<file path="config.mk">
export PLATFORM = sky130hd
export DESIGN_NAME = smat_fifo
export DESIGN_NICKNAME = d
export VERILOG_FILES = /design/src/hw/rtl/smat_pkg.sv /design/src/hw/rtl/smat_fifo.sv
export SDC_FILE = /design/constraint.sdc
export NUM_CORES = 1
export LEC_CHECK = 0
export BUFFER_PORTS_ARGS = -buffer_cell sky130_fd_sc_hd__buf_2
export CORE_UTILIZATION = 57
export CTS_BUF_LIST = sky130_fd_sc_hd__clkbuf_8
export DETAILED_ROUTE_END_ITERATION = 12
export PLACE_DENSITY_LB_ADDON = 0.25
export SYNTH_ARGS = -nofsm -noshare
export SYNTH_HDL_FRONTEND = slang
export SYNTH_SLANG_ARGS = --single-unit
</file>
<file path="constraint.sdc">
create_clock -name clk -period 4.2 [get_ports clk]
set_input_delay 0.63 -clock clk [delete_from_list [all_inputs] [get_ports clk]]
set_output_delay 0.63 -clock clk [all_outputs]
set_load 0.01 [all_outputs]
</file>
<file path="src/hw/rtl/smat_pkg.sv">
package smat_pkg;

  localparam int MAX_DIM     = 8;
  localparam int DIM_W       = 4;
  localparam int IDX_W       = 3;
  localparam int ADDR_W      = 6;
  localparam int DEPTH       = MAX_DIM * MAX_DIM;
  localparam int CNT_W       = 8;
  localparam int ELEM_W      = 16;
  localparam int VALUE_W     = 40;
  localparam int CFG_IDX_W   = 3;
  localparam int CFG_DATA_W  = 4;
  localparam int QUEUE_DEPTH = 2;

  typedef enum logic [1:0] {
    MODE_ADD = 2'd0,
    MODE_MUL = 2'd1,
    MODE_TRN = 2'd2,
    MODE_BAD = 2'd3
  } mode_t;

  typedef enum logic [CFG_IDX_W-1:0] {
    REG_MODE   = 3'd0,
    REG_A_ROWS = 3'd1,
    REG_A_COLS = 3'd2,
    REG_B_ROWS = 3'd3,
    REG_B_COLS = 3'd4
  } cfg_reg_t;

  typedef enum logic [1:0] {
    GEN_IDLE,
    GEN_RUN,
    GEN_ERR
  } gen_state_t;

  typedef struct packed {
    mode_t            mode;
    logic [DIM_W-1:0] ar;
    logic [DIM_W-1:0] ac;
    logic [DIM_W-1:0] br;
    logic [DIM_W-1:0] bc;
  } dims_t;

  typedef struct packed {
    logic [ELEM_W-1:0] elem;
    logic              is_b;
    logic [ADDR_W-1:0] addr;
    logic              final_item;
  } q_entry_t;

  typedef struct packed {
    logic             valid;
    logic             first;
    logic             last_k;
    logic             last_run;
    logic             err;
    logic [IDX_W-1:0] row;
    logic [IDX_W-1:0] col;
  } tag_t;

  function automatic logic [DIM_W-1:0] clamp_dim(input logic [DIM_W-1:0] d);
    logic [DIM_W-1:0] r;
    r = d;
    if (d == '0) r = DIM_W'(1);
    else if (d > DIM_W'(MAX_DIM)) r = DIM_W'(MAX_DIM);
    return r;
  endfunction

endpackage

</file>
<file path="src/hw/rtl/smat_fifo.sv">
module smat_fifo (
  input  logic              clk,
  input  logic              rst,
  input  logic              push,
  input  smat_pkg::q_entry_t push_data,
  input  logic              pop,
  output smat_pkg::q_entry_t pop_data,
  output logic              full,
  output logic              empty
);
  import smat_pkg::*;

  localparam int PTR_W = $clog2(QUEUE_DEPTH);

  q_entry_t         slots [QUEUE_DEPTH];
  logic [PTR_W-1:0] wr_ptr;
  logic [PTR_W-1:0] rd_ptr;
  logic [PTR_W:0]   count;

  assign full     = (count == (PTR_W + 1)'(QUEUE_DEPTH));
  assign empty    = (count == '0);
  assign pop_data = slots[rd_ptr];

  always_ff @(posedge clk) begin
    if (push && !full) begin
      slots[wr_ptr] <= push_data;
    end
  end

  always_ff @(posedge clk) begin
    if (rst) begin
      wr_ptr <= '0;
      rd_ptr <= '0;
      count  <= '0;
    end else begin
      if (push && !full) wr_ptr <= wr_ptr + PTR_W'(1);
      if (pop && !empty) rd_ptr <= rd_ptr + PTR_W'(1);
      case ({push && !full, pop && !empty})
        2'b10:   count <= count + (PTR_W + 1)'(1);
        2'b01:   count <= count - (PTR_W + 1)'(1);
        default: count <= count;
      endcase
    end
  end

endmodule

</file>
==> results by group, run 1 <==
Status
  – Outcome: complete, no violations

Die
  – Number of placed I/O pins: between 50 and 60
  – Die Outline Area: 3660 um^2
  – Die width: approximately 60 um
  – Row count: 20
  – Core area: approximately 3200 um^2
  – Initial core utilization: between 60% and 70%
  – Overall die height: 60.5 um

Routing
  – Router iterations before antenna repair: 4
  – Violation count after the first detailed-route iteration: 29
  – Total number of vias: between 1k and 1.5k
  – Wire per inst: 14.1 um
  – Antenna Violating Nets Remaining: 0
  – Final wirelength: between 2000 and 3000 um
  – Drt via density: ~5.0
  – Remaining routing DRC violations: 0

Clock tree
  – Number of buffers on the longest clock path: 2
  – Post-cts resize count: 0
  – Buffers inserted by post-CTS timing repair: 0
  – Skew-Pair Late Insertion Delay: 290 ps
  – Hold-fix buffers, CTS: 0
  – TritonCTS clock tree: done
  – Worst-path clk slew: 80 ps
  – Maximum level of the CTS H-tree: 2
  – Root buffer cell: sky130_fd_sc_hd__clkbuf_8
  – Sinks on the clock net: 53
  – TritonCTS buffer count: 5

Logic synthesis
  – Cell type with the highest aggregate area in the netlist: sky130_fd_sc_hd__edfxtp_1
  – Post-synth top area share: around three quarters
  – Cell types occupying the most area after synthesis: sky130_fd_sc_hd__edfxtp_1 74%, sky130_fd_sc_hd__mux2_2 7.5%, sky130_fd_sc_hd__mux2_1 6.4%
  – Post-Synthesis Cell Area: 1950 um^2
  – Sequential-to-total area share from yosys stat: between 70% and 80%
  – Netlist cell types: 19
  – Post-Synthesis Cells: 101
  – Number of synthesis warnings: 0
  – Post-Syn Nets: 130
  – Count of state elements after synthesis: 53
  – Average instance area after synthesis: between 15 and 20 um^2

Worst hold path
  – Hold Path Sink: wr_ptr
  – Worst hold path stage count: 2
  – Worst min-delay path startpoint: wr_ptr
  – Kind of path behind the tightest hold check: reg -> reg

Setup path
  – CP Launch Type: register
  – Critical path data arrival time: about 1900 ps
  – FF-to-FF path depth: 4
  – Setup slack of the most critical reg-to-reg path: around 2100 ps
  – Start-to-end type of the worst setup path: reg -> out
  – Worst-path maximum fanout: 24
  – End of the worst register-to-register path: slots[0][21]
  – Data required time at the worst endpoint: 3570 ps
  – Start of the worst register-to-register path: count[0]
  – Category of the worst setup path capture point: output port

STA
  – Tightest slew margin relative to the limit: 27.0%
  – Setup tns final: 0 ps
  – Max Slew Vio Count: 0
  – Setup WS post-layout: 1700 ps
  – Setup repair after global routing missed its margin: no
  – Worst hold slack after final layout: approximately 500 ps
  – Crit path time final: around 2500 ps
  – Post-route fraction of the period consumed by the critical path: between 50 and 60%
  – Setup skew after layout: 6.41 ps
  – Slew at the pin with the worst max-slew slack: about 1100 ps
  – Final Hold Vio Count: 0
  – Setup violations, final: 0
  – Max Clock Freq: between 0.4 and 0.5 GHz

Finish
  – # diodes: 0
  – Final net count: around 190
  – Top library cells by usage in the layout, fill and taps aside: 53 x sky130_fd_sc_hd__buf_2, 48 x sky130_fd_sc_hd__edfxtp_1, 13 x sky130_fd_sc_hd__mux2_2
  – Most common library cell in the layout ignoring fill and taps: sky130_fd_sc_hd__buf_2
  – Core Util, Final: about three quarters
  – Non-filler instance count after layout: between 200 and 250
  – Synthesis-to-layout area growth: 20.0%
  – Layout cell share with drive strength beyond 1: between 40% and 50%
  – Cell area after layout: about 2300 um^2

Global route
  – Pin count of the biggest net entering global routing: 25
  – Number of global-route vias before repair: 981
  – First-pass GRT wire length: about 4200 um
  – Final global-route overflow total: 0
  – Combined global-route utilization of all metal layers: 16.8%
  – Antenna violations before repair: 0

Place
  – Post-placement cell area: between 2000 and 2500 um^2
  – Number of buffers inserted by port buffering: 53
  – Placed wire-length estimate: just under 2000 um
  – Global placement routability congestion: about 0.62
  – Worst slack at placement: 1940 ps
  – Total instance count after detailed placement: roughly 200

Pwr
  – Worst IR Drop VDD: between 0.4 and 0.5 mV
  – Power density of the placed cells: around 570 nW/um^2
  – Static Leak: approximately 0.9 nW
  – Power consumption: between 1 and 1.5 mW

Flow run
  – Count of maximum capacitance violations: 0
==> area by class of cell <==
cell class,instances,area (um^2)
Tap cell,44,55.1
Clock inverter,3,13.8
Inverter,3,11.3
Timing Repair Buffer,53,265
Multi-Input combinational cell,42,383
Sequential cell,53,1540
Fill cell,214,815
Clock buffer,5,68.8
==> synth_stat cells <==
cell / instances
sky130_fd_sc_hd__a21oi_1: 2
sky130_fd_sc_hd__ha_1: 1
sky130_fd_sc_hd__buf_2: 2
sky130_fd_sc_hd__clkbuf_1: 1
sky130_fd_sc_hd__or3_1: 2
sky130_fd_sc_hd__and3_1: 1
sky130_fd_sc_hd__xnor2_1: 2
sky130_fd_sc_hd__mux2_1: 11
sky130_fd_sc_hd__edfxtp_1: 48
sky130_fd_sc_hd__o21a_1: 1
sky130_fd_sc_hd__nand2_1: 1
sky130_fd_sc_hd__inv_2: 1
sky130_fd_sc_hd__dfxtp_1: 5
sky130_fd_sc_hd__nand2b_2: 1
sky130_fd_sc_hd__o21ai_0: 2
sky130_fd_sc_hd__mux2_2: 13
sky130_fd_sc_hd__inv_1: 2
sky130_fd_sc_hd__nor2_1: 4
sky130_fd_sc_hd__xor2_1: 1
==> worst max path at each step <==
stage                        start            to  cells after the start
final                     register  pop_data[12]                      2
after global routing      register  pop_data[12]                      2
after CTS                 register  pop_data[12]                      2
after detailed placement      push   slots[0][8]                      4
after global placement    register   pop_data[4]                      2
after floorplan               push   slots[0][0]                      3
==> critical path, cell delays in order (launching register included) <==
cell and delay, ps:
sky130_fd_sc_hd__dfxtp_1 1010, sky130_fd_sc_hd__mux2_2 430, sky130_fd_sc_hd__buf_2 140
==> logic make-up after synthesis <==
logic type                 count (synthesis)  share of synthesized area, %
AOI/OAI and AO/OA                          5                          1.41
xor gates and xnor gates                   3                          1.35
adders and majority gates                  1                         0.642
buffers and inverters                      6                          1.28
DFF                                       53                          79.1
muxes                                     24                          13.9
and+or+nand+nor                            9                          2.37
==> layer usage <==
metal / GRT usage (%) / wire (um)
met5: 0 / 0
met2: 30.0 / 1560
met4: 7.79 / 31
met1: 18.2 / 1100
met3: 5.12 / 176
==> sequential cells by signal, indices dropped and copies added (netlist names), named ones only <==
register	count
slots	48
count	2
rd_ptr	1
wr_ptr	1
==> where the power goes <==
group | internal, mW | switching, mW
Combinational | 0.176 | 0.172
Sequential | 0.670 | 0.0613
Clock | 0.113 | 0.145
Power figures use the tool's default switching activity.
==> run 2, diff against run 1 <==
--- a/config.mk
+++ b/config.mk
@@ -6,7 +6,7 @@
 export NUM_CORES = 1
 export LEC_CHECK = 0
 export BUFFER_PORTS_ARGS = -buffer_cell sky130_fd_sc_hd__buf_2
-export CORE_UTILIZATION = 57
+export CORE_UTILIZATION = 48
 export CTS_BUF_LIST = sky130_fd_sc_hd__clkbuf_8
 export DETAILED_ROUTE_END_ITERATION = 12
 export PLACE_DENSITY_LB_ADDON = 0.25
==> constraint.sdc (replaced) <==
create_clock -name clk -period 2 [get_ports clk]
set_input_delay 0.3 -clock clk [delete_from_list [all_inputs] [get_ports clk]]
set_output_delay 0.3 -clock clk [all_outputs]
set_load 0.01 [all_outputs]
==> results by group, run 2 (synthesis results as in run 1) <==
Setup path
  – Start-to-end type of the worst setup path: reg -> out
  – Category of the worst setup path capture point: output port
  – End of the worst register-to-register path: slots[0][15]
  – Start of the worst register-to-register path: count[0]
  – Family with the most delay on the worst path: buffers and inverters
  – Data required time at the worst endpoint: 1700 ps (-1870 ps)
  – Critical path's largest stage delay: 360 ps (-650 ps)
  – Worst setup endpoint: pop_data[21]
  – Cells along the critical path: buf_4 > mux2_1 > buf_2
  – Number of stages on the worst setup path: 3 (+1)
  – Worst-path maximum fanout: 15 (-38%)
  – Cell type of the slowest stage on the worst timing path: sky130_fd_sc_hd__mux2_1
  – Critical path data arrival time: 1360 ps (-510 ps)
  – Count of buffering cells on the critical path with inverters included: 2 (+1)
  – FF-to-FF path depth: 5 (+1)
  – Setup slack of the most critical reg-to-reg path: 390 ps (-1740 ps)
  – CP Launch Type: register

Clock tree
  – Hold-fix buffers, CTS: 0 (unchanged)
  – Number of buffers on the longest clock path: 2 (unchanged)
  – Root buffer cell: sky130_fd_sc_hd__clkbuf_8
  – Sinks on the clock net: 53 (unchanged)
  – Post-cts resize count: 0 (unchanged)
  – Skew-Pair Late Insertion Delay: 300 ps (about the same)
  – Buffers inserted by post-CTS timing repair: 0 (unchanged)
  – TritonCTS buffer count: 5 (unchanged)
  – Worst-path clk slew: 90 ps (about the same)
  – TritonCTS clock tree: done
  – Maximum level of the CTS H-tree: 2 (unchanged)

Finish
  – Fillers: 279 (+30%)
  – # diodes: 0 (unchanged)
  – Biggest regs: slots (48), count (2)
  – Layout cell share with drive strength beyond 1: 49.4% (+2.2 points)
  – Core Util, Final: 64.8% (-9.3 points)
  – Reg with most FFs: slots
  – Number of flip-flops in the largest register: 48 (unchanged)
  – Final net count: 192 (+2.7%)
  – Most common library cell in the layout ignoring fill and taps: sky130_fd_sc_hd__buf_2
  – Area of the multi-input gates: 383 um^2 (unchanged)
  – Register Area: 1540 um^2 (unchanged)
  – Synthesis-to-layout area growth: 25.4%
  – Top library cells by usage in the layout, fill and taps aside: 53 x sky130_fd_sc_hd__buf_2, 48 x sky130_fd_sc_hd__edfxtp_1, 13 x sky130_fd_sc_hd__mux2_2

Routing
  – Router iterations before antenna repair: 4 (unchanged)
  – Total number of vias: 1038 (+1.9%)
  – Remaining routing DRC violations: 0 (unchanged)
  – Wire per inst: 14.3 um (+1.1%)
  – Final wirelength: 3030 um (+5.6%)
  – Drt via density: 4.90 (-2.5%)
  – Antenna Violating Nets Remaining: 0 (unchanged)
  – Violation count after the first detailed-route iteration: 64 (+120%)

STA
  – Crit path time final: 1660 ps
  – Setup violations, final: 0 (unchanged)
  – Post-route fraction of the period consumed by the critical path: between 80% and 90%
  – Slew at the pin with the worst max-slew slack: 389 ps (-707 ps)
  – Max Clock Freq: 0.601 GHz
  – Setup skew after layout: 4.57 ps (-1.85 ps)
  – Max Slew Vio Count: 0 (unchanged)
  – Tightest slew margin relative to the limit: 74.1% (+47 points)
  – Setup tns final: 0 ps (unchanged)
  – Setup WS post-layout: 337 ps (-1360 ps)
  – Final Hold Vio Count: 0 (unchanged)
  – Setup repair after global routing missed its margin: no

Global route
  – First-pass GRT wire length: 4720 um (+12%)
  – Antenna violations before repair: 0 (unchanged)
  – Number of global-route vias before repair: 1051 (+7.1%)
  – Final global-route overflow total: 0 (unchanged)
  – Combined global-route utilization of all metal layers: 15.9% (-0.88 points)
  – Pin count of the biggest net entering global routing: 19 (-24%)

Worst hold path
  – Kind of path behind the tightest hold check: in -> reg
  – Worst hold path stage count: 1 (-1)

Die
  – Row count: 22 (+10%)
  – Initial core utilization: 51.7% (-10 points)
  – Number of placed I/O pins: 54 (unchanged)
  – Core area: 3770 um^2 (+20%)
  – Die width: 65.7 um (+8.7%)
  – Die Outline Area: 4320 um^2 (+18%)
  – Overall die height: 65.7 um (+8.7%)

Flow run
  – Count of maximum capacitance violations: 0 (unchanged)

Pwr
  – Power consumption: 3.12 mW (+130%)
  – Power density of the placed cells: 1280 nW/um^2 (+120%)
  – Static Leak: 0.951 nW (+5.3%)
  – Worst IR Drop VDD: 0.725 mV (+80%)

Place
  – Number of buffers inserted by port buffering: 53 (unchanged)
  – Global placement routability congestion: 0.672 (+8.1%)
  – Placed wire-length estimate: 2150 um (+10%)
  – Worst slack at placement: 404 ps (-1540 ps)

Status
  – Outcome: complete, no violations
## run 2: cell count changes in the layout (fill, tap and decap cells not counted)
cell | before | now
sky130_fd_sc_hd__buf_12 | 0 | 1
sky130_fd_sc_hd__bufinv_16 | 0 | 2
sky130_fd_sc_hd__clkinv_2 | 2 | 1
sky130_fd_sc_hd__buf_4 | 0 | 4
sky130_fd_sc_hd__inv_1 | 3 | 2
## run 2: worst min-delay path by stage
stage | start | endpoint | slack, ps
global route | push_data[8] | slots[0][8] | 170
finish | push_data[2] | slots[0][2] | 190
floorplan | rst | count[1] | 370
CTS | push_data[11] | slots[0][11] | 180
global placement | wr_ptr | wr_ptr | 480
detailed placement | wr_ptr | wr_ptr | 480
## run 2: where the power goes
part / switching [mW] / internal (mW) / leakage, nW
combinational: 0.438 / 0.411 / 0.393
clock: 0.312 / 0.496 / 0.0681
sequential: 0.0632 / 1.40 / 0.490
total: 0.813 / 2.31 / 0.951
## run 2: through the flow
step,instance area [um^2],hold WS (ps),std cells
4_1_cts,2440,176,212
3_3_place_gp,2310,479,204
2_1_floorplan,1950,369,101
3_5_place_dp,2310,480,204
6_report,2440,187,212
5_1_grt,2440,166,212
## run 2: layout make-up
type / instances / area share, %
multi-input combinational: 42 / 15.7
clock buffer: 5 / 2.81
tap: 48 / 2.46
timing repair buffer: 58 / 12.9
inverter: 3 / 0.461
clock inverter: 3 / 2.66
sequential: 53 / 63.1
## run 2: worst reg2reg max path, stage by stage, from the launching register on
cell and delay [ps]:
sky130_fd_sc_hd__dfxtp_1 430, sky130_fd_sc_hd__nand2b_2 190, sky130_fd_sc_hd__inv_2 50, sky130_fd_sc_hd__or3_1 320
sky130_fd_sc_hd__inv_1 80, sky130_fd_sc_hd__buf_4 230
## run 2: routing by layer
| layer | track usage (%) | vias to the layer above | wire length, um |
|---|---|---|---|
| met1 | 16.6 | 501 | 1130 |
| met2 | 28.8 | 27 | 1740 |
| met4 | 6.52 | 0 | 36 |
| met5 | 0 | - | 0 |
| li1 | - | 506 | - |
| met3 | 5.21 | 4 | 116 |
