==> config.mk <==
export PLATFORM = sky130hd
export DESIGN_NAME = smat_front
export DESIGN_NICKNAME = d
export VERILOG_FILES = /design/src/hw/rtl/smat_pkg.sv /design/src/hw/rtl/smat_front.sv
export SDC_FILE = /design/constraint.sdc
export NUM_CORES = 1
export LEC_CHECK = 0
export BUFFER_PORTS_ARGS = -buffer_cell sky130_fd_sc_hd__buf_2
export CAP_MARGIN = 20
export CELL_PAD_IN_SITES_DETAIL_PLACEMENT = 0
export CELL_PAD_IN_SITES_GLOBAL_PLACEMENT = 1
export CORE_MARGIN = 1.5
export CORE_UTILIZATION = 40
export CTS_CLUSTER_SIZE = 14
export DETAILED_ROUTE_END_ITERATION = 7
export MAX_ROUTING_LAYER = met4
export PLACE_DENSITY_LB_ADDON = 0.1
export SLEW_MARGIN = 10
export SYNTH_ARGS = -nofsm -noshare
export SYNTH_HDL_FRONTEND = slang
export SYNTH_SLANG_ARGS = --single-unit
==> constraint.sdc <==
create_clock -name clk -period 16.9 [get_ports clk]
set_clock_uncertainty 0.05 [all_clocks]
set_input_delay 1.69 -clock clk [delete_from_list [all_inputs] [get_ports clk]]
set_output_delay 1.69 -clock clk [all_outputs]
set_load 0.02 [all_outputs]
==> src/hw/rtl/smat_pkg.sv <==
package smat_pkg;

  localparam int MAX_DIM     = 8;
  localparam int DIM_W       = 4;
  localparam int IDX_W       = 3;
  localparam int ADDR_W      = 6;
  localparam int DEPTH       = MAX_DIM * MAX_DIM;
  localparam int CNT_W       = 8;
  localparam int ELEM_W      = 16;
  localparam int VALUE_W     = 40;
  localparam int CFG_IDX_W   = 3;
  localparam int CFG_DATA_W  = 4;
  localparam int QUEUE_DEPTH = 2;

  typedef enum logic [1:0] {
    MODE_ADD = 2'd0,
    MODE_MUL = 2'd1,
    MODE_TRN = 2'd2,
    MODE_BAD = 2'd3
  } mode_t;

  typedef enum logic [CFG_IDX_W-1:0] {
    REG_MODE   = 3'd0,
    REG_A_ROWS = 3'd1,
    REG_A_COLS = 3'd2,
    REG_B_ROWS = 3'd3,
    REG_B_COLS = 3'd4
  } cfg_reg_t;

  typedef enum logic [1:0] {
    GEN_IDLE,
    GEN_RUN,
    GEN_ERR
  } gen_state_t;

  typedef struct packed {
    mode_t            mode;
    logic [DIM_W-1:0] ar;
    logic [DIM_W-1:0] ac;
    logic [DIM_W-1:0] br;
    logic [DIM_W-1:0] bc;
  } dims_t;

  typedef struct packed {
    logic [ELEM_W-1:0] elem;
    logic              is_b;
    logic [ADDR_W-1:0] addr;
    logic              final_item;
  } q_entry_t;

  typedef struct packed {
    logic             valid;
    logic             first;
    logic             last_k;
    logic             last_run;
    logic             err;
    logic [IDX_W-1:0] row;
    logic [IDX_W-1:0] col;
  } tag_t;

  function automatic logic [DIM_W-1:0] clamp_dim(input logic [DIM_W-1:0] d);
    logic [DIM_W-1:0] r;
    r = d;
    if (d == '0) r = DIM_W'(1);
    else if (d > DIM_W'(MAX_DIM)) r = DIM_W'(MAX_DIM);
    return r;
  endfunction

endpackage

==> src/hw/rtl/smat_front.sv <==
module smat_front (
  input  logic                            clk,
  input  logic                            rst,
  input  logic                            start,
  input  logic signed [smat_pkg::ELEM_W-1:0] element,
  input  smat_pkg::dims_t                 dims,
  input  logic                            cfg_clr,
  input  logic                            queue_full,
  input  logic                            done,
  output logic                            busy,
  output logic                            push,
  output smat_pkg::q_entry_t              push_data
);
  import smat_pkg::*;

  logic [CNT_W-1:0] load_count;
  logic             pend;
  logic [CNT_W-1:0] an;
  logic [CNT_W-1:0] bn;
  logic [CNT_W-1:0] total;
  logic             is_b;
  logic             final_item;
  logic [CNT_W-1:0] b_off;

  assign an    = CNT_W'(dims.ar) * CNT_W'(dims.ac);
  assign bn    = CNT_W'(dims.br) * CNT_W'(dims.bc);
  assign total = (dims.mode == MODE_ADD || dims.mode == MODE_MUL) ? an + bn : an;
  assign is_b  = (load_count >= an);
  assign b_off = load_count - an;
  assign final_item = ({1'b0, load_count} + (CNT_W + 1)'(1)) == {1'b0, total};

  assign busy = pend || queue_full;
  assign push = start && !busy;

  always_comb begin
    push_data.elem       = element;
    push_data.is_b       = is_b;
    push_data.addr       = is_b ? b_off[ADDR_W-1:0] : load_count[ADDR_W-1:0];
    push_data.final_item = final_item;
  end

  always_ff @(posedge clk) begin
    if (rst) begin
      load_count <= '0;
      pend       <= 1'b0;
    end else begin
      if (cfg_clr) begin
        load_count <= '0;
      end else if (push) begin
        load_count <= final_item ? '0 : load_count + CNT_W'(1);
      end
      if (push && final_item) begin
        pend <= 1'b1;
      end else if (done) begin
        pend <= 1'b0;
      end
    end
  end

endmodule

==> key figures, run 1 <==
Run status
  – Status: completed

Final layout
  – Layout cells sized above 1: 14.8%
  – Seq. cell area: approximately 180 µm²
  – Final net count: about 400
  – Area growth from synthesis to layout: 5.67%
  – Area of the multi-input gates: about 0.0019 mm²
  – Antenna cells: 0
  – Fillers: ~630
  – Post-layout util: between 40% and 50%

Synth
  – Sequential fraction of the synthesis area: 7.49%
  – Unique masters post-synth: 50
  – Top cell type by total area after synthesis: ha_1
  – Ys async rst share: 0%
  – FF+latch count, synth: 9
  – Synthesized area per cell: between 8 and 9 µm²
  – Post-Syn Area: 0.00240 mm²
  – Post-synth EDFFs: 0
  – Post-Syn Nets: a little under 400
  – Mapped Cells: between 200 and 300
  – Area share of the largest cell type after synthesis: a little under a fifth
  – Area contributors post-synth: ha_1 19%, fa_1 12%, dfxtp_1 7.5%
  – Warnings from Yosys: 0
  – Most common flop cell mapped by yosys: dfxtp_1

Global routing
  – First-pass GRT wire length: just under 8 mm
  – Largest net degree at the start of global routing: 21
  – GRT Overall Usage: 16.2%
  – Vias in the first global route: around 1700
  – Antenna violations before repair: 0
  – Total gr overflow: 0

Routing
  – WL met2: around 2.2 mm
  – Final ANT Viol Nets: 0
  – Pre-Repair DR Iteration Count: 4
  – Drt initial violations: 67
  – WL met1: about 2.5 mm
  – DR vias/cell: roughly 5.0
  – Total number of vias: 1926
  – Post-route DRC: 0
  – WL/cell: approximately 13 µm
  – Top Layer Used: met4
  – Routed WL: about 5 mm
  – DR WL met3: 217 µm

STA
  – Worst setup margin: ~8400 ps
  – Max Fclk: between 100 and 150 MHz
  – Slew @ Worst Pin: between 500 and 600 ps
  – Final Max Tran Viols: 0
  – Hold WS: between 400 and 500 ps
  – Setup_tns: 0 ps
  – Slew HR: ~64%
  – Fin crit share: between 50% and 60%
  – RSZ-0062 raised after global routing: no
  – Tmin final: approximately 8500 ps
  – Fin. Hold Viols: 0
  – Final setup viols: 0

Hold path
  – Hold-critical path depth: 2
  – Worst min-delay path startpoint: pend
  – Worst min-delay path class: flop to flop

Run
  – Max_cap viols: 0

Power and ir drop
  – Max VDD drop: around 0.033 mV
  – Pwr dens: just under 70 mW/mm²
  – Leak: approximately 1.3 nW

Critical path
  – Arr. time, crit path: between 6000 and 7000 ps
  – Crit. Startpoint: dims[12]
  – Reg2reg end: load_count[1]
  – Largest delay contributor family on the critical path: adder cells
  – Crit path max fanout: 7
  – R2r worst-path depth: 7
  – Worst setup endpoint: push_data[0]
  – CP endpoint kind: output port
  – Worst Path Buf+Inv: 5
  – Reg-to-reg setup timing slack: ~14000 ps
  – Slowest Stage Delay on Critical Path: 550 ps
  – Setup Crit Path Kind: input pin to output port
  – CP required: between 15000 and 20000 ps
  – FF-to-FF Start: load_count[1]
  – CP startpoint kind: input pin
  – Most used cell, CP: fa_1
  – Stages on the worst setup path: 19
  – Slowest CP cell: fa_1
  – Worst-path cell chain: buf_2 > nand2_1 > fa_1 > fa_1 > fa_1 > nand2b_1 > a21oi_1 > xor2_1 > inv_1 > fa_1 > inv_1 > ha_1 > or4_1 > o211ai_1 > a21o_1 > xnor2_1 > or4_4 > inv_1 > buf_2

Die
  – Initial Utilization: between 40% and 50%
  – Placement row count: 28
  – DIE WIDTH: 80.5 µm
  – Die height: roughly 80 µm
  – # IOs: 66
  – Die ar.: about 0.0065 mm²
  – Core area: 0.00585 mm²

Clock network
  – Root Driver: clkbuf_8
  – CTS tree: yes
  – Post-CTS setup buffers: 0
  – Clk sinks: 9
  – Post_cts resized: 0
  – Num CTS Buffers: 3
  – Bufs on Longest Clock Path: 2
  – Clock latency on the worst-skew pair: around 230 ps
  – Hold Buf Count CTS: 0
  – H-tree depth: 1
  – CTS clk-pin slew, worst paths: ~50 ps

Place
  – Gp weighted congestion: 0.782
  – Detailed Place HPWL: ~4.3 mm
  – Port Buf Inserts: 32
  – Pre-CTS setup slack: about 8300 ps
-- worst min path at each step --
stage	endpoint	slack [ps]
floorplan	pend	390
global placement	pend	400
detailed placement	pend	410
CTS	pend	430
global route	pend	460
finish	pend	420
-- sequential cells by signal (all words and copies together), names as in the netlist --
register    count
load_count      8
pend            1
-- Yosys cell counts, types with 8 or more instances --
master   number
a21oi_1      11
and2_1       23
buf_4        18
dfxtp_1       9
fa_1         14
ha_1         36
inv_1        42
nand2_1      20
nor2_1       16
o21ai_0       9
xnor2_1      16
xor2_1        8
-- metal layers --
metal	vias to the layer above	global-route usage (%)
met2	32	24.5
li1	1017	-
met3	10	2.16
met5	-	-
met4	0	2.59
met1	867	23.2
-- layout by cell type (no fill, tap or decap), types with 6 or more instances in the layout --
cell type / synthesis / final
nor2_1: 16 / 16
xor2_1: 8 / 8
a21o_1: 6 / 6
nand2_1: 20 / 20
xnor2_1: 16 / 16
and2_1: 23 / 23
buf_2: 1 / 32
inv_1: 42 / 42
ha_1: 36 / 36
a211oi_1: 6 / 6
nand3_1: 6 / 6
a21oi_1: 11 / 11
o21ai_0: 9 / 9
dfxtp_1: 9 / 9
fa_1: 14 / 14
-- metrics by stage --
step / instances / instance area (µm²) / power [W]
detailed placement: 382 / 2500 / 0.000153
floorplan: 296 / 2400 / 0.000131
finish: 386 / 2540 / 0.000176
global route: 386 / 2540 / 0.000197
global placement: 382 / 2500 / 0.000154
CTS: 386 / 2540 / 0.000179
-- power by group --
part	switching, W	internal (W)
Clock	0.00000849	0.0000164
Sequential	0.000000220	0.0000214
Combinational	0.0000727	0.0000571
-- worst register-to-register path, cell delays in order, from the launching register on --
cell	delay [ps]
dfxtp_1	480
ha_1	330
nand3_1	200
or3_1	410
and2_1	210
xnor2_1	150
or4_4	460
a32o_1	260
-- kinds of logic after synthesis --
kind of cell             count (synthesis)  synth area share (%)
AO/OA/AOI/OAI                           50                  15.3
adder cells (fa/ha/maj)                 50                  30.4
buffers and inverters                   64                  13.5
AND/OR/NAND/NOR                         90                  20.1
multiplexers                             8                  3.54
XOR/XNOR                                25                  9.68
flip-flops                               9                  7.49
-- area by class of cell --
type | count | share of cell area (%)
clock buffer | 4 | 1.77
inverter | 43 | 6.35
multi-input combinational | 223 | 74.8
sequential | 9 | 7.09
tap | 75 | 3.69
timing repair buffer | 32 | 6.30
Note: power is estimated with default switching activity, not from simulation.
==> run 2: changes to the inputs <==
- CORE_UTILIZATION: 40 -> 39
- clock period: 16.9 -> 8.1 ns (I/O delays scaled with it)
==> run 2 against run 1 <==
Non-clock buffer count unchanged. Utilization decreased by 0.51 points. Die area increased by 2.5%. Worst setup slack got worse by 7000 ps. Cell count unchanged.
==> key figures, run 2 (synthesis results as in run 1) <==
Place
  – Port Buf Inserts: 32
  – Detailed Place HPWL: ~4.2 mm
  – Gp weighted congestion: ~0.80
  – Area after DPL: 0.00250 mm²

Global routing
  – Largest net degree at the start of global routing: 21
  – Grt peak-use layer: met2
  – Total gr overflow: 0
  – GR Util met3: 2.44%
  – GR Util met2: between 20% and 30%
  – GRT Overall Usage: between 15 and 20%
  – Met1 GRT Util: between 20% and 30%
  – Vias in the first global route: around 1700
  – First-pass GRT wire length: 8.08 mm
  – Antenna violations before repair: 0

Hold path
  – Worst min-delay path startpoint: pend
  – Worst hold endpoint: pend
  – Hold-critical path depth: 2
  – Worst min-delay path class: flop to flop

Final layout
  – Final Cell Area: about 0.0025 mm²
  – Most frequent cells in the layout: 42 x inv_1, 36 x ha_1, 32 x buf_2
  – Post-layout util: a little over two fifths
  – Commonest non-fill, non-tap cell in the layout: inv_1
  – Layout cells sized above 1: ~15%
  – Final net count: around 400
  – Antenna cells: 0
  – Largest registers: load_count (8), pend (1)
  – Number of flip-flops in the largest register: 8
  – Largest Register: load_count
  – Area growth from synthesis to layout: 5.67%

STA
  – RSZ-0062 raised after global routing: no
  – Tmin final: 6750 ps
  – Fin. Hold Viols: 0
  – Max Fclk: roughly 150 MHz
  – Slew @ Worst Pin: around 550 ps
  – Slew HR: roughly 63%
  – Setup_tns: 0 ps
  – Hold WS: approximately 420 ps
  – Final setup viols: 0
  – Final Max Tran Viols: 0
  – Fin crit share: 83.3%

Clock network
  – Post-CTS setup buffers: 0
  – Root Driver: clkbuf_8
  – Num CTS Buffers: 3
  – Clk sinks: 9
  – Post_cts resized: 0
  – H-tree depth: 1
  – Hold Buf Count CTS: 0
  – Bufs on Longest Clock Path: 2
  – Clock latency on the worst-skew pair: ~240 ps
  – CTS tree: yes
  – CTS clk-pin slew, worst paths: 50 ps

Critical path
  – R2r worst-path depth: 7
  – Arr. time, crit path: 5890 ps
  – Crit path max fanout: 7
  – FF-to-FF Start: load_count[1]
  – CP endpoint kind: output port
  – Setup Crit Path Kind: input pin to output port
  – CP required: between 7000 and 8000 ps
  – Reg2reg end: load_count[5]
  – Reg-to-reg setup timing slack: approximately 5500 ps
  – CP startpoint kind: input pin

Run status
  – Status: completed

Routing
  – Drt initial violations: between 80 and 90
  – DR vias/cell: between 4 and 5
  – Final ANT Viol Nets: 0
  – Post-route DRC: 0
  – WL/cell: ~13 µm
  – Pre-Repair DR Iteration Count: 4
  – Routed WL: around 5.0 mm
  – Total number of vias: about 1900

Die
  – Die height: 81.5 µm
  – DIE WIDTH: between 80 and 90 µm
  – Die ar.: 0.00665 mm²
  – Initial Utilization: just over 40%
  – Placement row count: 28
  – # IOs: 66
  – Core area: 0.00592 mm²

Power and ir drop
  – Max VDD drop: approximately 0.065 mV
  – Overall power: 0.000370 W
  – Leak: between 1 and 1.5 nW
  – Pwr dens: around 150 mW/mm²

Run
  – Max_cap viols: 0
## run 2: cell counts in the layout (fill, tap and decap cells not counted)
Identical to the previous run, type by type.
## run 2: per-layer routing
layer	vias up	wire, µm
met5	-	0
met4	0	27
met3	6	164
met2	28	2200
met1	868	2600
li1	1014	-
## run 2: area by class of cell
class / instances / area [µm²]
Fill cell: 627 / 3380
Multi-Input combinational cell: 223 / 1900
Sequential cell: 9 / 180
Inverter: 43 / 161
Timing Repair Buffer: 32 / 160
Tap cell: 75 / 93.8
Clock buffer: 4 / 45.0
## run 2: where the power goes
group | switching (W) | internal, W
combinational | 0.000152 | 0.000119
sequential | 0.000000438 | 0.0000447
clock | 0.0000199 | 0.0000345
total | 0.000172 | 0.000198
## run 2: worst max path at each step
stage	startpoint	to	slack, ps	cells past startpoint
after detailed placement	dims[12]	push_data[0]	1300	19
after global placement	dims[12]	push_data[0]	1290	19
after global routing	dims[12]	push_data[0]	1050	20
after floorplan	dims[11]	push_data[0]	1900	18
after CTS	dims[12]	push_data[0]	1300	19
final	dims[12]	push_data[0]	1350	19
## run 2: per-stage QoR
| stage | cells | worst slack (ps) |
|---|---|---|
| after floorplan | 296 | 1900 |
| after global placement | 382 | 1290 |
| after detailed placement | 382 | 1300 |
| after CTS | 386 | 1300 |
| after global routing | 386 | 1050 |
| final | 386 | 1350 |
## run 2: worst max-delay path: stages
cell and delay (ps):
buf_2 110, nand2_1 80, fa_1 500, fa_1 540, fa_1 480, nand2b_1 170, a21oi_1 150, xor2_1 330
inv_1 160, fa_1 550, inv_1 40, ha_1 370, or4_1 540, o211ai_1 140, a21o_1 150, xnor2_1 80
or4_4 460, inv_1 70, buf_2 150
==> run 3: changes to the inputs <==
- clock period: 8.1 -> 6.97 ns (I/O delays scaled with it)
==> run 3 against run 2 <==
Combinational power up 17%. Clock-buffer cell count unchanged. Via count up 0.89%. Register-to-register slack worse by 1200 ps. Die area unchanged. Worst setup slack worse by 870 ps. Largest cell class unchanged.
==> key figures, run 3 (synthesis results as in run 1) <==
Critical path
  – Slowest CP cell: or4_1
  – Worst-path cell chain: buf_2 > nand2_1 > fa_1 > fa_1 > fa_1 > nand2b_1 > a21oi_1 > xor2_1 > inv_1 > fa_1 > inv_1 > ha_1 > or4_1 > o211ai_1 > a21o_1 > xnor2_1 > or4_4 > inv_1 > buf_2
  – Most used cell, CP: fa_1
  – CP required: slightly above 6000 ps
  – Largest delay contributor family on the critical path: adder cells
  – CP endpoint kind: output port
  – Slowest Stage Delay on Critical Path: 550 ps
  – Crit path max fanout: 7
  – Setup Crit Path Kind: input pin to output port
  – Arr. time, crit path: 5740 ps
  – CP startpoint kind: input pin
  – Worst Path Buf+Inv: 5

Routing
  – Pre-Repair DR Iteration Count: 4
  – Total number of vias: 1933
  – Final ANT Viol Nets: 0
  – Post-route DRC: 0
  – Routed WL: around 5.0 mm
  – Drt initial violations: 42
  – DR vias/cell: roughly 5.0
  – WL/cell: roughly 13 µm

Power and ir drop
  – Switching Fraction: a little under half
  – Max VDD drop: just over 0.09 mV
  – Internal: about 0.00023 W
  – Clock share of power: around 14%
  – Overall power: ~0.00043 W
  – Pwr dens: 167 mW/mm²
  – P_sw: approximately 0.00019 W
  – Flop pwr share: about an eighth
  – Comb pwr share: 73.9%
  – Leak: between 1 and 1.5 nW

Clock network
  – Post_cts resized: 0
  – Post-CTS setup buffers: 0
  – CTS clk-pin slew, worst paths: about 40 ps
  – Clock latency on the worst-skew pair: roughly 230 ps
  – Clk sinks: 9
  – H-tree depth: 1
  – Hold Buf Count CTS: 0
  – Num CTS Buffers: 3
  – CTS tree: yes
  – Bufs on Longest Clock Path: 2
  – Root Driver: clkbuf_8

Run
  – Max_cap viols: 0

Global routing
  – Antenna violations before repair: 0
  – Vias in the first global route: approximately 1700
  – GRT Overall Usage: around 16%
  – Total gr overflow: 0
  – Largest net degree at the start of global routing: 21
  – First-pass GRT wire length: 7.89 mm

Place
  – Port Buf Inserts: 32
  – Detailed Place HPWL: 4.32 mm
  – Gp weighted congestion: between 0.7 and 0.8

STA
  – Setup_tns: 0 ps
  – Final setup viols: 0
  – Max Fclk: between 150 and 200 MHz
  – Fin crit share: just over 90%
  – Slew @ Worst Pin: slightly below 500 ps
  – Slew HR: between 60% and 70%
  – Tmin final: 6490 ps
  – RSZ-0062 raised after global routing: no
  – Fin. Hold Viols: 0
  – Final Max Tran Viols: 0

Final layout
  – Largest Register: load_count
  – Seq. cell area: roughly 180 µm²
  – Commonest non-fill, non-tap cell in the layout: inv_1
  – Number of flip-flops in the largest register: 8
  – Post-layout util: between 40 and 50%
  – Final net count: 403
  – Layout cells sized above 1: 15.1%
  – Fillers: 644
  – Most frequent cells in the layout: 42 x inv_1, 36 x ha_1, 32 x buf_2
  – Antenna cells: 0
  – Largest registers: load_count (8), pend (1)
  – Area of the multi-input gates: 0.00190 mm²
  – Area growth from synthesis to layout: 5.98%

Die
  – Die height: a little over 80 µm
  – # IOs: 66
  – Core area: about 0.0059 mm²
  – Die ar.: ~0.0066 mm²
  – Initial Utilization: between 40 and 50%
  – DIE WIDTH: approximately 82 µm
  – Placement row count: 28

Hold path
  – Worst min-delay path class: flop to flop

Run status
  – Status: completed
run 3: cell types whose count changed in the layout (fill, tap and decap cells not counted):
cell and delta:
buf_4 +1
run 3: cell type report:
type | instances | share of cell area, %
multi-input cells | 223 | 74.6
flip-flops and latches | 9 | 7.07
repair buffers | 33 | 6.58
well taps | 75 | 3.68
clock buffers | 4 | 1.77
inverters | 43 | 6.33
run 3: path summary, 6_finish.rpt:
kind	endpoint	from	cells past startpoint	slack (ps)
hold reg to reg	pend	pend	2	430
hold / removal	pend	pend	2	430
setup / recovery	push_data[0]	dims[12]	19	480
setup reg to reg	load_count[1]	load_count[1]	7	4300
run 3: metrics by stage:
stage	setup WS, ps	instances	hold slack (ps)	instance area (µm²)
6_report	485	387	428	2550
5_1_grt	205	387	473	2550
4_1_cts	402	387	437	2550
3_5_place_dp	418	383	426	2500
3_3_place_gp	392	383	405	2500
2_1_floorplan	996	296	386	2400
run 3: power groups by stage:
stage               Sequential, W  Clock [W]  Combinational (W)
finish                  0.0000525  0.0000590           0.000315
CTS                     0.0000525  0.0000604           0.000321
detailed placement      0.0000535          0           0.000319
global placement        0.0000535          0           0.000321
floorplan               0.0000532          0           0.000265
global route            0.0000525  0.0000664           0.000355
run 3: tightest hold or removal path, cell delays in order (launching register included):
cell and delay [ps]:
dfxtp_1 320, nand2_1 70, o31ai_2 60
run 3: routing by layer:
metal	share of wire [%]	track usage (%)	up-vias
li1	-	-	1020
met1	51	22.4	887
met2	45	24.6	24
met3	3.5	2.89	2
met4	0.081	1.03	0
met5	0	-	-
